$ cat src/rtl/crms_pkg.sv
// Package for the circular ROI mean / std dev block: field widths, register
// codes, reset values, payload and control types, width helper functions.
package crms_pkg;

  localparam int SIDE_W      = 12;
  localparam int CTR_W       = 13;
  localparam int RAD_W       = 12;
  localparam int PIX_W       = 20;
  localparam int STD_W       = 20;
  localparam int CNT_OUT_W   = 23;
  localparam int CFG_W       = 13;
  localparam int CFG_IDX_W   = 2;

  localparam int MAX_SIDE_DEF   = 2048;
  localparam int PIXEL_BITS_DEF = 20;

  localparam logic [SIDE_W-1:0] SIDE_RST   = 12'd1024;
  localparam logic [CTR_W-1:0]  CENTER_RST = 13'd512;
  localparam logic [RAD_W-1:0]  RADIUS_RST = 12'd0;

  typedef enum logic [CFG_IDX_W-1:0] {
    REG_SIDE     = 2'd0,
    REG_CENTER_X = 2'd1,
    REG_CENTER_Y = 2'd2,
    REG_RADIUS   = 2'd3
  } crms_reg_e;

  typedef struct packed {
    logic signed [PIX_W-1:0] pixel_value;
    logic                    last_pixel;
  } crms_pix_t;

  typedef struct packed {
    logic signed [PIX_W-1:0] mean_value;
    logic [STD_W-1:0]        roi_std_dev;
    logic [CNT_OUT_W-1:0]    roi_count;
    logic                    roi_empty;
  } crms_res_t;

  typedef enum logic [3:0] {
    OP_NONE,
    OP_MUL_A_LOAD,
    OP_MUL_B_LOAD,
    OP_MUL_C_LOAD,
    OP_MUL_STEP,
    OP_DIV_V_LOAD,
    OP_DIV_M_LOAD,
    OP_DIV_STEP,
    OP_SQRT_LOAD,
    OP_SQRT_STEP,
    OP_RESULT,
    OP_EMPTY_RESULT
  } crms_op_e;

  typedef enum logic [3:0] {
    ST_ACCUM,
    ST_DRAIN,
    ST_CHECK,
    ST_MUL_A,
    ST_MUL_B,
    ST_MUL_C,
    ST_DIV_V,
    ST_LOAD_M,
    ST_DIV_M,
    ST_LOAD_S,
    ST_SQRT,
    ST_FINISH
  } crms_state_e;

  typedef struct packed {
    crms_op_e op;
    logic     accept;
    logic     in_ready;
    logic     out_valid;
  } crms_cmd_t;

  typedef struct packed {
    logic mul_done;
    logic empty;
  } crms_sts_t;

  function automatic int pos_w(int max_side);
    return $clog2(max_side);
  endfunction

  function automatic int cnt_w(int max_side);
    return 2 * $clog2(max_side) + 1;
  endfunction

  function automatic int sum_w(int max_side, int pix_bits);
    return pix_bits + cnt_w(max_side);
  endfunction

  function automatic int sq_w(int max_side, int pix_bits);
    return 2 * pix_bits + cnt_w(max_side) - 1;
  endfunction

  function automatic int prod_w(int max_side, int pix_bits);
    return cnt_w(max_side) + sq_w(max_side, pix_bits);
  endfunction

  function automatic int dx_w(int max_side);
    return ((pos_w(max_side) + 1 > CTR_W) ? pos_w(max_side) + 1 : CTR_W) + 1;
  endfunction

endpackage

$ cat src/rtl/crms_stream_if.sv
// Valid/ready stream interfaces for pixel requests and results.
// Depends on crms_pkg for the payload types.
interface crms_pix_if;
  logic                valid;
  logic                ready;
  crms_pkg::crms_pix_t data;

  modport source (output valid, output data, input ready);
  modport sink   (input valid, input data, output ready);
endinterface

interface crms_res_if;
  logic                valid;
  logic                ready;
  crms_pkg::crms_res_t data;

  modport source (output valid, output data, input ready);
  modport sink   (input valid, input data, output ready);
endinterface

$ cat src/rtl/crms_ctrl.sv
// Controller FSM: pixel streaming, then sequencing of the serial multiply,
// divide and square root passes. Depends on crms_pkg.
module crms_ctrl #(
  parameter int MAX_SIDE   = crms_pkg::MAX_SIDE_DEF,
  parameter int PIXEL_BITS = crms_pkg::PIXEL_BITS_DEF
) (
  input  logic                clk_i,
  input  logic                rst_ni,
  input  logic                in_valid_i,
  input  logic                in_last_i,
  input  logic                out_ready_i,
  input  crms_pkg::crms_sts_t sts_i,
  output crms_pkg::crms_cmd_t cmd_o
);
  import crms_pkg::*;

  localparam int PROD_W = prod_w(MAX_SIDE, PIXEL_BITS);
  localparam int STEP_W = $clog2(PROD_W);

  crms_state_e       state_q, state_d;
  logic [STEP_W-1:0] step_q, step_d;
  logic              div_last, sqrt_last, accept;
  logic              out_vld_q, out_vld_d, res_load;

  assign div_last  = (step_q == STEP_W'(PROD_W - 1));
  assign sqrt_last = (step_q == STEP_W'(PIXEL_BITS - 1));
  assign accept    = in_valid_i && (state_q == ST_ACCUM);
  assign res_load  = (state_q == ST_FINISH) || ((state_q == ST_CHECK) && sts_i.empty);

  always_ff @(posedge clk_i or negedge rst_ni) begin
    if (!rst_ni) begin
      state_q   <= ST_ACCUM;
      step_q    <= '0;
      out_vld_q <= 1'b0;
    end else begin
      state_q   <= state_d;
      step_q    <= step_d;
      out_vld_q <= out_vld_d;
    end
  end

  always_comb begin
    state_d = state_q;
    case (state_q)
      ST_ACCUM:  if (accept && in_last_i) state_d = ST_DRAIN;
      ST_DRAIN:  if (!out_vld_q) state_d = ST_CHECK;
      ST_CHECK:  state_d = sts_i.empty ? ST_ACCUM : ST_MUL_A;
      ST_MUL_A:  if (sts_i.mul_done) state_d = ST_MUL_B;
      ST_MUL_B:  if (sts_i.mul_done) state_d = ST_MUL_C;
      ST_MUL_C:  if (sts_i.mul_done) state_d = ST_DIV_V;
      ST_DIV_V:  if (div_last) state_d = ST_LOAD_M;
      ST_LOAD_M: state_d = ST_DIV_M;
      ST_DIV_M:  if (div_last) state_d = ST_LOAD_S;
      ST_LOAD_S: state_d = ST_SQRT;
      ST_SQRT:   if (sqrt_last) state_d = ST_FINISH;
      ST_FINISH: state_d = ST_ACCUM;
      default:   state_d = ST_ACCUM;
    endcase
  end

  always_comb begin
    step_d = '0;
    case (state_q)
      ST_DIV_V, ST_DIV_M, ST_SQRT: step_d = step_q + STEP_W'(1);
      default:                     step_d = '0;
    endcase
  end

  // result slot: set when a result is loaded, freed when it is taken
  always_comb begin
    out_vld_d = out_vld_q;
    if (out_vld_q && out_ready_i) out_vld_d = 1'b0;
    if (res_load) out_vld_d = 1'b1;
  end

  always_comb begin
    cmd_o.op        = OP_NONE;
    cmd_o.accept    = accept;
    cmd_o.in_ready  = (state_q == ST_ACCUM);
    cmd_o.out_valid = out_vld_q;
    case (state_q)
      ST_CHECK:  cmd_o.op = sts_i.empty ? OP_EMPTY_RESULT : OP_MUL_A_LOAD;
      ST_MUL_A:  cmd_o.op = sts_i.mul_done ? OP_MUL_B_LOAD : OP_MUL_STEP;
      ST_MUL_B:  cmd_o.op = sts_i.mul_done ? OP_MUL_C_LOAD : OP_MUL_STEP;
      ST_MUL_C:  cmd_o.op = sts_i.mul_done ? OP_DIV_V_LOAD : OP_MUL_STEP;
      ST_DIV_V:  cmd_o.op = OP_DIV_STEP;
      ST_LOAD_M: cmd_o.op = OP_DIV_M_LOAD;
      ST_DIV_M:  cmd_o.op = OP_DIV_STEP;
      ST_LOAD_S: cmd_o.op = OP_SQRT_LOAD;
      ST_SQRT:   cmd_o.op = OP_SQRT_STEP;
      ST_FINISH: cmd_o.op = OP_RESULT;
      default:   cmd_o.op = OP_NONE;
    endcase
  end

endmodule

$ cat src/rtl/crms_datapath.sv
// Datapath: config registers, position counters, two-stage ROI accumulator,
// shift-add multiplier, restoring divider, digit-serial square root.
// Depends on crms_pkg; driven by crms_ctrl commands.
module crms_datapath #(
  parameter int MAX_SIDE   = crms_pkg::MAX_SIDE_DEF,
  parameter int PIXEL_BITS = crms_pkg::PIXEL_BITS_DEF
) (
  input  logic                                  clk_i,
  input  logic                                  rst_ni,
  input  logic                                  cfg_we_i,
  input  logic [crms_pkg::CFG_IDX_W-1:0]        cfg_idx_i,
  input  logic [crms_pkg::CFG_W-1:0]            cfg_wdata_i,
  input  crms_pkg::crms_cmd_t                   cmd_i,
  input  logic signed [crms_pkg::PIX_W-1:0]     pix_value_i,
  input  logic                                  pix_last_i,
  output crms_pkg::crms_sts_t                   sts_o,
  output crms_pkg::crms_res_t                   res_o
);
  import crms_pkg::*;

  localparam int POS_W  = pos_w(MAX_SIDE);
  localparam int CNT_W  = cnt_w(MAX_SIDE);
  localparam int SUM_W  = sum_w(MAX_SIDE, PIXEL_BITS);
  localparam int SQ_W   = sq_w(MAX_SIDE, PIXEL_BITS);
  localparam int PROD_W = prod_w(MAX_SIDE, PIXEL_BITS);
  localparam int DX_W   = dx_w(MAX_SIDE);
  localparam int DSQ_W  = 2 * DX_W + 1;
  localparam int RM_W   = 2 * CNT_W;
  localparam int VAR_W  = 2 * PIXEL_BITS;
  localparam int SR_W   = PIXEL_BITS + 2;
  localparam logic [CNT_W-1:0] CAP = CNT_W'(MAX_SIDE * MAX_SIDE);

  // config
  logic [SIDE_W-1:0]        side_q;
  logic signed [CTR_W-1:0]  cx_q, cy_q;
  logic [RAD_W-1:0]         rad_q;
  logic [2*RAD_W-1:0]       r2_q;
  logic [SIDE_W-1:0]        side_eff;

  always_ff @(posedge clk_i or negedge rst_ni) begin
    if (!rst_ni) begin
      side_q <= SIDE_RST;
      cx_q   <= CENTER_RST;
      cy_q   <= CENTER_RST;
      rad_q  <= RADIUS_RST;
    end else if (cfg_we_i) begin
      case (crms_reg_e'(cfg_idx_i))
        REG_SIDE:     side_q <= cfg_wdata_i[SIDE_W-1:0];
        REG_CENTER_X: cx_q   <= cfg_wdata_i[CTR_W-1:0];
        REG_CENTER_Y: cy_q   <= cfg_wdata_i[CTR_W-1:0];
        REG_RADIUS:   rad_q  <= cfg_wdata_i[RAD_W-1:0];
        default:      side_q <= side_q;
      endcase
    end
  end

  always_ff @(posedge clk_i) begin
    r2_q <= rad_q * rad_q;
  end

  always_comb begin
    if (side_q == '0) side_eff = SIDE_W'(1);
    else if (side_q > SIDE_W'(MAX_SIDE)) side_eff = SIDE_W'(MAX_SIDE);
    else side_eff = side_q;
  end

  // position
  logic [POS_W-1:0]  col_q, row_q;
  logic [SIDE_W-1:0] col_inc, row_inc;

  assign col_inc = SIDE_W'(col_q) + SIDE_W'(1);
  assign row_inc = SIDE_W'(row_q) + SIDE_W'(1);

  always_ff @(posedge clk_i or negedge rst_ni) begin
    if (!rst_ni) begin
      col_q <= '0;
      row_q <= '0;
    end else if (cmd_i.accept) begin
      if (pix_last_i) begin
        col_q <= '0;
        row_q <= '0;
      end else if (col_inc >= side_eff) begin
        col_q <= '0;
        row_q <= (row_inc >= side_eff) ? '0 : row_inc[POS_W-1:0];
      end else begin
        col_q <= col_inc[POS_W-1:0];
      end
    end
  end

  // stage 1: offsets squared, pixel squared
  logic signed [DX_W-1:0]         dx, dy;
  logic signed [PIXEL_BITS-1:0]   pix;
  logic signed [2*PIXEL_BITS-1:0] pix_sq;
  logic signed [2*DX_W-1:0]       dx_sq, dy_sq;
  logic                           s1_vld_q;
  logic signed [PIXEL_BITS-1:0]   s1_pix_q;
  logic [2*PIXEL_BITS-1:0]        s1_sq_q;
  logic [2*DX_W-1:0]              s1_dx2_q, s1_dy2_q;

  assign pix    = pix_value_i[PIXEL_BITS-1:0];
  assign dx     = DX_W'(signed'({1'b0, col_q})) - DX_W'(cx_q);
  assign dy     = DX_W'(signed'({1'b0, row_q})) - DX_W'(cy_q);
  assign pix_sq = pix * pix;
  assign dx_sq  = dx * dx;
  assign dy_sq  = dy * dy;

  always_ff @(posedge clk_i or negedge rst_ni) begin
    if (!rst_ni) s1_vld_q <= 1'b0;
    else         s1_vld_q <= cmd_i.accept;
  end

  always_ff @(posedge clk_i) begin
    s1_pix_q <= pix;
    s1_sq_q  <= unsigned'(pix_sq);
    s1_dx2_q <= unsigned'(dx_sq);
    s1_dy2_q <= unsigned'(dy_sq);
  end

  // stage 2: accumulate
  logic [CNT_W-1:0]        cnt_q;
  logic signed [SUM_W-1:0] sum_q;
  logic [SQ_W-1:0]         sqs_q;
  logic [DSQ_W-1:0]        dsq;
  logic                    hit;

  assign dsq = DSQ_W'(s1_dx2_q) + DSQ_W'(s1_dy2_q);
  assign hit = s1_vld_q && (dsq < DSQ_W'(r2_q)) && (cnt_q < CAP);

  always_ff @(posedge clk_i or negedge rst_ni) begin
    if (!rst_ni) begin
      cnt_q <= '0;
      sum_q <= '0;
      sqs_q <= '0;
    end else if (cmd_i.op == OP_RESULT || cmd_i.op == OP_EMPTY_RESULT) begin
      cnt_q <= '0;
      sum_q <= '0;
      sqs_q <= '0;
    end else if (hit) begin
      cnt_q <= cnt_q + CNT_W'(1);
      sum_q <= sum_q + SUM_W'(s1_pix_q);
      sqs_q <= sqs_q + SQ_W'(s1_sq_q);
    end
  end

  // final arithmetic
  logic             neg;
  logic [SUM_W-1:0] mag;

  assign neg = sum_q[SUM_W-1];
  assign mag = neg ? SUM_W'(-sum_q) : SUM_W'(sum_q);

  logic [PROD_W-1:0] acc_q, mcand_q, pa_q, divn_q;
  logic [SUM_W-1:0]  mplier_q, mq_q;
  logic [RM_W-1:0]   rem_q, den_q, rem_d;
  logic [RM_W:0]     rem_sh;
  logic              div_ge;
  logic [VAR_W-1:0]  var_q, v_q;
  logic [SR_W-1:0]   srem_q, srem_d;
  logic [SR_W+1:0]   srem_sh, trial;
  logic              sq_ge;
  logic [PIXEL_BITS-1:0] root_q;
  logic [SUM_W:0]    mean_full;
  crms_res_t         res_q;

  assign rem_sh  = {rem_q, divn_q[PROD_W-1]};
  assign div_ge  = rem_sh >= {1'b0, den_q};
  assign rem_d   = div_ge ? RM_W'(rem_sh - {1'b0, den_q}) : rem_sh[RM_W-1:0];

  assign srem_sh = {srem_q, v_q[VAR_W-1 -: 2]};
  assign trial   = (SR_W + 2)'({root_q, 2'b01});
  assign sq_ge   = srem_sh >= trial;
  assign srem_d  = sq_ge ? SR_W'(srem_sh - trial) : srem_sh[SR_W-1:0];

  assign mean_full = neg ? ((SUM_W + 1)'(0) - {1'b0, mq_q}) : {1'b0, mq_q};

  always_ff @(posedge clk_i) begin
    case (cmd_i.op)
      OP_MUL_A_LOAD: begin
        acc_q    <= '0;
        mcand_q  <= PROD_W'(sqs_q);
        mplier_q <= SUM_W'(cnt_q);
      end
      OP_MUL_B_LOAD: begin
        pa_q     <= acc_q;
        acc_q    <= '0;
        mcand_q  <= PROD_W'(mag);
        mplier_q <= mag;
      end
      OP_MUL_C_LOAD: begin
        pa_q     <= pa_q - acc_q;
        acc_q    <= '0;
        mcand_q  <= PROD_W'(cnt_q);
        mplier_q <= SUM_W'(cnt_q);
      end
      OP_MUL_STEP: begin
        acc_q    <= acc_q + (mplier_q[0] ? mcand_q : '0);
        mcand_q  <= {mcand_q[PROD_W-2:0], 1'b0};
        mplier_q <= mplier_q >> 1;
      end
      OP_DIV_V_LOAD: begin
        den_q  <= acc_q[RM_W-1:0];
        divn_q <= pa_q;
        rem_q  <= '0;
      end
      OP_DIV_M_LOAD: begin
        var_q  <= divn_q[VAR_W-1:0];
        den_q  <= RM_W'(cnt_q);
        divn_q <= neg ? PROD_W'(PROD_W'(mag) + PROD_W'(cnt_q) - PROD_W'(1))
                      : PROD_W'(mag);
        rem_q  <= '0;
      end
      OP_DIV_STEP: begin
        rem_q  <= rem_d;
        divn_q <= {divn_q[PROD_W-2:0], div_ge};
      end
      OP_SQRT_LOAD: begin
        mq_q   <= divn_q[SUM_W-1:0];
        v_q    <= var_q;
        srem_q <= '0;
        root_q <= '0;
      end
      OP_SQRT_STEP: begin
        srem_q <= srem_d;
        root_q <= {root_q[PIXEL_BITS-2:0], sq_ge};
        v_q    <= {v_q[VAR_W-3:0], 2'b00};
      end
      OP_RESULT: begin
        res_q.mean_value  <= PIX_W'(signed'(mean_full[PIXEL_BITS-1:0]));
        res_q.roi_std_dev <= STD_W'(root_q);
        res_q.roi_count   <= CNT_OUT_W'(cnt_q);
        res_q.roi_empty   <= 1'b0;
      end
      OP_EMPTY_RESULT: begin
        res_q.mean_value  <= '0;
        res_q.roi_std_dev <= '0;
        res_q.roi_count   <= '0;
        res_q.roi_empty   <= 1'b1;
      end
      default: begin
        acc_q <= acc_q;
      end
    endcase
  end

  assign sts_o.mul_done = (mplier_q == '0);
  assign sts_o.empty    = (cnt_q == '0);
  assign res_o          = res_q;

endmodule

$ cat src/rtl/circular_roi_mean_stddev_top.sv
// Circular ROI mean and standard deviation over a raster pixel stream.
// Takes one pixel request per cycle while an image streams in. After the
// pixel marked last, the result follows a run of serial steps: a drain
// state that waits for the result slot to be free, a check state, three
// shift-add multiplies, two restoring divides each with a load step, a
// digit-serial square root and a finish state. An empty ROI skips the
// arithmetic and gives its result from the check state. The multiplier
// and divider work one bit at a time. Pixels are not taken from the last
// pixel until the result is loaded into the output register; a result not
// yet taken only holds the next image's last pixel in the drain state.
// Config must be written only while no image is in progress; the block
// itself does not enforce it.
// Depends on crms_pkg, crms_stream_if, crms_ctrl, crms_datapath.
module circular_roi_mean_stddev_top #(
  parameter int MAX_SIDE   = crms_pkg::MAX_SIDE_DEF,
  parameter int PIXEL_BITS = crms_pkg::PIXEL_BITS_DEF
) (
  input  logic                           clk_i,
  input  logic                           rst_ni,
  input  logic                           cfg_we_i,
  input  logic [crms_pkg::CFG_IDX_W-1:0] cfg_idx_i,
  input  logic [crms_pkg::CFG_W-1:0]     cfg_wdata_i,
  crms_pix_if.sink                       pix_i,
  crms_res_if.source                     res_o
);
  import crms_pkg::*;

  crms_cmd_t cmd;
  crms_sts_t sts;
  crms_res_t res;

  crms_ctrl #(
    .MAX_SIDE  (MAX_SIDE),
    .PIXEL_BITS(PIXEL_BITS)
  ) u_ctrl (
    .clk_i      (clk_i),
    .rst_ni     (rst_ni),
    .in_valid_i (pix_i.valid),
    .in_last_i  (pix_i.data.last_pixel),
    .out_ready_i(res_o.ready),
    .sts_i      (sts),
    .cmd_o      (cmd)
  );

  crms_datapath #(
    .MAX_SIDE  (MAX_SIDE),
    .PIXEL_BITS(PIXEL_BITS)
  ) u_dp (
    .clk_i      (clk_i),
    .rst_ni     (rst_ni),
    .cfg_we_i   (cfg_we_i),
    .cfg_idx_i  (cfg_idx_i),
    .cfg_wdata_i(cfg_wdata_i),
    .cmd_i      (cmd),
    .pix_value_i(pix_i.data.pixel_value),
    .pix_last_i (pix_i.data.last_pixel),
    .sts_o      (sts),
    .res_o      (res)
  );

  assign pix_i.ready = cmd.in_ready;
  assign res_o.valid = cmd.out_valid;
  assign res_o.data  = res;

endmodule

$ cat src/flat_wrapper.sv
// flat-port wrapper written by rule: the top's interface ports become plain ports
module circular_roi_mean_stddev_top_flat import crms_pkg::*;
#(
  parameter int MAX_SIDE   = crms_pkg::MAX_SIDE_DEF,
  parameter int PIXEL_BITS = crms_pkg::PIXEL_BITS_DEF
)
  (clk_i, rst_ni, cfg_we_i, cfg_idx_i, cfg_wdata_i, pix_i_valid, pix_i_data, pix_i_ready, res_o_valid, res_o_data, res_o_ready);
  crms_pix_if pix_i_i ();
  crms_res_if res_o_i ();
  input  logic clk_i;
  input  logic rst_ni;
  input  logic cfg_we_i;
  input  logic [crms_pkg::CFG_IDX_W-1:0] cfg_idx_i;
  input  logic [crms_pkg::CFG_W-1:0] cfg_wdata_i;
  input wire logic [$bits(pix_i_i.valid)-1:0] pix_i_valid;
  input wire logic [$bits(pix_i_i.data)-1:0] pix_i_data;
  output wire logic [$bits(pix_i_i.ready)-1:0] pix_i_ready;
  output wire logic [$bits(res_o_i.valid)-1:0] res_o_valid;
  output wire logic [$bits(res_o_i.data)-1:0] res_o_data;
  input wire logic [$bits(res_o_i.ready)-1:0] res_o_ready;
  assign pix_i_i.valid = pix_i_valid;
  assign pix_i_i.data = pix_i_data;
  assign pix_i_ready = pix_i_i.ready;
  assign res_o_valid = res_o_i.valid;
  assign res_o_data = res_o_i.data;
  assign res_o_i.ready = res_o_ready;
  circular_roi_mean_stddev_top #(.MAX_SIDE(MAX_SIDE), .PIXEL_BITS(PIXEL_BITS)) u_core (.clk_i(clk_i), .rst_ni(rst_ni), .cfg_we_i(cfg_we_i), .cfg_idx_i(cfg_idx_i), .cfg_wdata_i(cfg_wdata_i), .pix_i(pix_i_i), .res_o(res_o_i));
endmodule
$ cat config.mk
export PLATFORM = sky130hd
export DESIGN_NAME = circular_roi_mean_stddev_top_flat
export DESIGN_NICKNAME = d
export VERILOG_FILES = /design/src/rtl/crms_pkg.sv /design/src/rtl/crms_stream_if.sv /design/src/rtl/crms_ctrl.sv /design/src/rtl/crms_datapath.sv /design/src/rtl/circular_roi_mean_stddev_top.sv /design/src/flat_wrapper.sv
export SDC_FILE = /design/constraint.sdc
export NUM_CORES = 2
export LEC_CHECK = 0
export BUFFER_PORTS_ARGS = -buffer_cell sky130_fd_sc_hd__buf_2
export CORE_ASPECT_RATIO = 1.4
export CORE_MARGIN = 1.5
export CORE_UTILIZATION = 49
export CTS_CLUSTER_SIZE = 30
export DETAILED_ROUTE_END_ITERATION = 7
export GPL_ROUTABILITY_DRIVEN = 0
export MAX_ROUTING_LAYER = met4
export SLEW_MARGIN = 10
export SYNTH_ARGS = -nofsm -noshare
export SYNTH_HDL_FRONTEND = slang
export SYNTH_HIERARCHICAL = 1
export SYNTH_SLANG_ARGS = --single-unit
$ cat constraint.sdc
create_clock -name clk_i -period 12.7 [get_ports clk_i]
set_clock_uncertainty 0.1 [all_clocks]
set_input_delay 1.27 -clock clk_i [delete_from_list [all_inputs] [get_ports clk_i]]
set_output_delay 1.27 -clock clk_i [all_outputs]
set_load 0.02 [all_outputs]
---- Word-level counts from Yosys, hierarchy flattened ----
Index checks and enable logic that the tools add are counted.
W data, S select, Z words.
operators by class
  add/subtract/negate cells ............... 17
  div/mod/pow operators ................... 0
  equality and inequality tests ........... 35
  mux-type cells .......................... 48
  bitwise gates (word level) .............. 0
  multiply operators ...................... 4
  magnitude comparators ................... 7
  reduce and logical (&&, ||, !) cells .... 36
  shift-type cells ........................ 0
operators by type and width
  cell                     count
  $pmux W85 S2             2
  $pmux W85 S4             1
  $pmux W85 S3             1
  $pmux W46 S2             2
  $mux W85                 2
  $mux W43                 3
  $pmux W43 S3             1
  $pmux W64 S2             1
  $mux W62                 2
  $add A85 B85 Y85         1
  $sub A85 B85 Y85         1
  $pmux W40 S2             1
  $add A62 B40 Y62         1
  $mul A14 B14 Y28         2
  $mux W11                 5
  $ge A47 B46 Y1           1
  $mux W23                 2
  $mux W46                 1
  $sub A46 B46 Y46         1
  $sub A44 B1 Y45 const B  1
  $add A43 B23 Y44         1
  $pmux W22 S2             1
  $pmux W4 S11             1
  $add A43 B20 Y43         1
  other kinds (49)         111
storage, ports and cells
  memories ................................ 0
  latch bits .............................. 0
  bits in writable memories ............... 0
  output and inout bits ................... 66
  register bits after elaboration ......... 1,034
  word-level logic and storage cells ...... 181
  memory bits (read-only) ................. 0
  input bits .............................. 41

---- Longest topological paths before layout ----
  depth after elaboration ................. 7
  mapped depth ............................ 40
  gate-level depth less buffers ........... 40

---- By module ----
Netlist, hierarchy kept.
by module, submodules not included
  module         cells an instance  area each (um^2)  sequential area each (um^2)  instances
  crms_datapath  9,679              92,849.0          28,185.8                     1
  crms_ctrl      102                864.6             300.3                        1

---- Worst setup path after synthesis ----
No wires, ideal clock.
  kind .................................... register -> register
  start point ............................. reg u_core.u_dp.mplier_q[0]
  end point ............................... reg u_core.u_dp.den_q[0], enable pin
  clock period less this slack ............ 9.982 ns
  path slack .............................. 2.718 ns
  arrival time ............................ 9.362 ns
  required time ........................... 12.080 ns
  library setup time ...................... 0.520 ns
  path buffers ............................ 2
  cell stages (with the launch flop) ...... 12
  path through ............................ edfxtp_1 > clkbuf_1 > nor4_1 > nand4_1 > nor3_1 > nand2_1 > o21a_1 > o21ai_0 > clkbuf_1 > nor2_1 > nor2_1 > a21boi_0
RTL lines
  item                    RTL line              source
  start, declared         crms_datapath.sv:154  logic [SUM_W-1:0] mplier_q, mq_q;
  start signal, assigned  crms_datapath.sv:182  mplier_q <= SUM_W'(cnt_q);
  start signal, assigned  crms_datapath.sv:188  mplier_q <= mag;
  start signal, assigned  crms_datapath.sv:194  mplier_q <= SUM_W'(cnt_q);
  end signal, assigned    crms_datapath.sv:202  den_q <= acc_q[RM_W-1:0];
  end signal, assigned    crms_datapath.sv:208  den_q <= RM_W'(cnt_q);
  end, declared           crms_datapath.sv:155  logic [RM_W-1:0] rem_q, den_q, rem_d;

---- Final worst setup path ----
  start point ............................. reg u_core.u_dp.col_q[0]
  end point ............................... reg u_core.u_dp.s1_dx2_q[24]
between the ends
  word-level cells in the longest chain between the ends .. 2
ends and longest elaborated chain
  item                             RTL line              source
  start, declared                  crms_datapath.sv:68   logic [POS_W-1:0] col_q, row_q;
  start signal, assigned           crms_datapath.sv:86   col_q <= col_inc[POS_W-1:0];
  $sub A12 B13 Y14                 crms_datapath.sv:102  assign dx = DX_W'(signed'({1'b0, col_q})) - DX_W'(cx_q);
  $mul A14 B14 Y28                 crms_datapath.sv:105  assign dx_sq = dx * dx;
  named net u_core.u_dp.dx_sq[24]  crms_datapath.sv:95   logic signed [2*DX_W-1:0] dx_sq, dy_sq;
  end signal, assigned             crms_datapath.sv:116  s1_dx2_q <= unsigned'(dx_sq);
  end, declared                    crms_datapath.sv:99   logic [2*DX_W-1:0] s1_dx2_q, s1_dy2_q;
The timed path passes the listed nets, and every way through them passes these cells.
A chain may end at the register's enable or synchronous reset.

==> results.md <==
* Outcome: finished, final reports clean
* Compound-Gate Fraction of Synth Area at 14.3%
* Post-synth top cells: inv_1, nand2_1, fa_1
* Syn Area/Cell at 9.58 um2
* Worst Hold End: u_core/u_dp/var_q[24]
* Simple-gate area share of the yosys netlist at 13.3%
* Final min period at between 9 and 10 ns
* Reg2Reg Setup Slack at 2.84 ns
* RSZ-0062 raised after global routing: no
* Fmax at 0.101 GHz
* Highest-delay cell along the critical path: xnor2_1
* # setup viols final at 0
* Critical path arrival at 10.46 ns
* Fin nets at ~11000
* Critical R2R Launch: u_core/u_dp/col_q[0]
* Synthesized area at 93700 um2
* IO Port Bufs at around 110
* Hold_buf cts at 0
* Share of the cycle needed by the critical path after routing at between 70 and 80%
* R2R depth at 36
* Die area at slightly below 200000 um2
* Synth top area share at between 20% and 30%
* Die X at 373 um
* Area grow syn2layout at 7.20%
* Distinct cells, synth at 97
* Routed Antenna Nets at 0
* Hold Crit Class: flip-flop to flip-flop
* Clock transition at path regs at 0.06 ns
* Post-synthesis register bit count at 1029
* TritonCTS clock tree: built
* Post-cts repair resize count at 0
* Largest net degree at the start of global routing at 133
* Max-slew violations at 0
* Largest family of logic cells by synthesized area: adder cells
* # DRC at 0
* Final Hold Fails at 0
* Xor and xnor fraction of the mapped netlist area at 5.75%
* Worst setup path category: flip-flop to flip-flop
* Reg2reg end: u_core/u_dp/s1_dx2_q[24]
* Clk Latency, worst-skew pair at 0.77 ns
* Primary FF master, synth: edfxtp_1
* Fraction of layout instances using a drive strength above 1 at 5.48%
* Yosys warnings at 6
* Post-CTS Setup Bufs at 0
* Final HPWL DP at 192000 um
* Ys async rst share at between 20% and 30%
* WL final at 246000 um
* Dominant cells by area after synthesis: edfxtp_1, fa_1, ha_1
* CP Max Fanout at 8
* Clock root buffer: clkbuf_16
* Post-Syn Instances at 9781
* Setup TNS at 0 ns
* Die height at 520 um
* Via density at 5.65
* Initial DRC Count at between 4000 and 5000
* EDFF count, synth at 681
* DR pass1 iterations at 5
* Post-synthesis mux area share at 1.58%
* Total number of vias at 69600
* Gr usage total at between 20% and 30%
* Max-cap violations at 0
* Crit path capture type: flip-flop
* Setup crit start kind: flip-flop
* Worst path required time at 13.30 ns
* Clock Path Buffers at 3
* Initial antenna violation count at 3
* Clock sink count at 1029
* CTS buffer count at 107
* Top Ports at between 100 and 150
* Most instantiated library cell after synthesis: inv_1
* Gr ovfl total at 0
* Row count at 189
* First-pass GRT wire length at 394000 um
* Yosys top cell by area: edfxtp_1
* Max incr delay on CP at between 0.5 and 0.6 ns
* CTS H-tree depth at 3
* Worst-margin pin slew at 1.23 ns
* Hold Path Depth at 0
* Min-Delay Startpoint: u_core/u_dp/divn_q[24]
* Starting Density at 49.4%
* Vias in the first global route at 73400
* Slew Limit Headroom at 17.4%
* Sequential fraction of the synthesis area at 30.4%
* Post-Synth Adder-Cell Area at 27.9%
* Core box area at 190000 um2
* Routed WL per cell at about 20 um
[how the worst max path moves through the flow]
| stage | from | endpoint | slack [ns] | depth (start not counted) |
|---|---|---|---|---|
| CTS | u_core/u_dp/col_q[0] | u_core/u_dp/s1_dx2_q[24] | 2.75 | 36 |
| global placement | u_core/u_dp/col_q[0] | u_core/u_dp/s1_dx2_q[24] | 2.99 | 36 |
| finish | u_core/u_dp/col_q[0] | u_core/u_dp/s1_dx2_q[24] | 2.84 | 36 |
| global route | u_core/u_dp/row_q[0] | u_core/u_dp/s1_dy2_q[26] | 2.16 | 37 |
| floorplan | u_core/u_dp/mplier_q[0] | u_core/u_dp/den_q[0] | 2.72 | 11 |
| detailed placement | u_core/u_dp/col_q[0] | u_core/u_dp/s1_dx2_q[24] | 2.77 | 36 |
[critical path: cells and delay by family (launching register included)]
family	cells	cell delay (ns)
XOR/XNOR	2	0.68
AO/OA/AOI/OAI	17	3.80
adder cells (fa/ha/maj)	9	3.57
AND/OR/NAND/NOR	3	0.48
buffers and inverters	5	0.74
flip-flops	1	0.43
[cell families after synthesis]
family | after synthesis
AO/OA/AOI/OAI | 2099
XOR/XNOR | 614
adder cells (fa/ha/maj) | 1602
buffers and inverters | 1680
flip-flops | 1029
multiplexers | 137
other | 1
AND/OR/NAND/NOR | 2619
[flip-flops by register name, summed over array words and instances, names as in the netlist, 13 cells and up]
name                  flops
u_core/u_dp/cnt_q        23
u_core/u_dp/var_q        40
u_core/u_dp/res_o        64
u_core/u_dp/s1_pix_q     19
u_core/u_dp/s1_dx2_q     27
u_core/u_dp/sqs_q        62
u_core/u_dp/root_q       20
u_core/u_dp/acc_q        85
u_core/u_dp/r2_q         23
u_core/u_dp/mq_q         20
u_core/u_dp/pa_q         85
u_core/u_dp/mplier_q     43
u_core/u_dp/s1_dy2_q     27
u_core/u_dp/den_q        46
u_core/u_dp/cx_q         13
u_core/u_dp/divn_q       85
u_core/u_dp/mcand_q      85
u_core/u_dp/srem_q       22
u_core/u_dp/s1_sq_q      39
u_core/u_dp/v_q          40
u_core/u_dp/rem_q        46
u_core/u_dp/sum_q        43
u_core/u_dp/cy_q         13
[metrics by stage]
| step | std cells | utilization, % | cell area (um2) | worst slack (ns) | hold WS (ns) |
|---|---|---|---|---|---|
| 2_1_floorplan | 9784 | - | 93700 | 2.72 | 0.294 |
| 3_3_place_gp | 12100 | 51.0 | 96700 | 2.99 | 0.339 |
| 3_5_place_dp | 12100 | 51.0 | 96700 | 2.77 | 0.341 |
| 4_1_cts | 12300 | 53.0 | 100000 | 2.75 | 0.360 |
| 5_1_grt | 12300 | 53.0 | 100000 | 2.16 | 0.377 |
| 6_report | 12300 | 53.0 | 100000 | 2.84 | 0.361 |
[per-layer routing]
layer  GRT usage, %  wire length (um)  vias up
li1               -                 -    33200
met1           30.2             99700    34500
met2           47.0            128000     1468
met3           2.16              8650      442
met4           9.89              9960        0
met5              -                 0        -
[final cells by class]
cell class,count,area (um2)
diodes,5,12.5
repair buffers,168,1020
fillers,17300,89200
inverters,1344,5050
flip-flops and latches,1029,28500
multi-input cells,7075,59100
clock buffers,142,2950
clock inverters,62,747
well taps,2483,3110
[placed cells by master (no fill, tap or decap), types with 23 or more instances in the layout]
cell / n
xor2_1: 230
a31oi_1: 51
clkbuf_16: 109
dfxtp_1: 135
and2_1: 278
and3_1: 94
buf_2: 105
a21oi_1: 593
clkinv_1: 23
o21a_1: 74
a22oi_1: 83
o211ai_1: 29
nand4_1: 92
a211oi_1: 58
or2_2: 28
o31ai_1: 44
dfrtp_1: 209
nor2_1: 625
nor3_1: 108
a21o_1: 306
ha_1: 786
mux2i_1: 47
nand2_1: 869
inv_1: 1323
buf_4: 61
nand3_1: 188
nor2b_1: 73
a221o_1: 55
o21bai_1: 90
nand2b_1: 90
o21ai_0: 486
nor4_1: 33
xnor2_1: 382
or3_1: 40
edfxtp_1: 681
mux2_2: 90
fa_1: 816
o221ai_1: 23
Power is left out: the tool's default activity adds up to more than one toggle a clock period on the data nets, which glitch-free logic cannot reach.
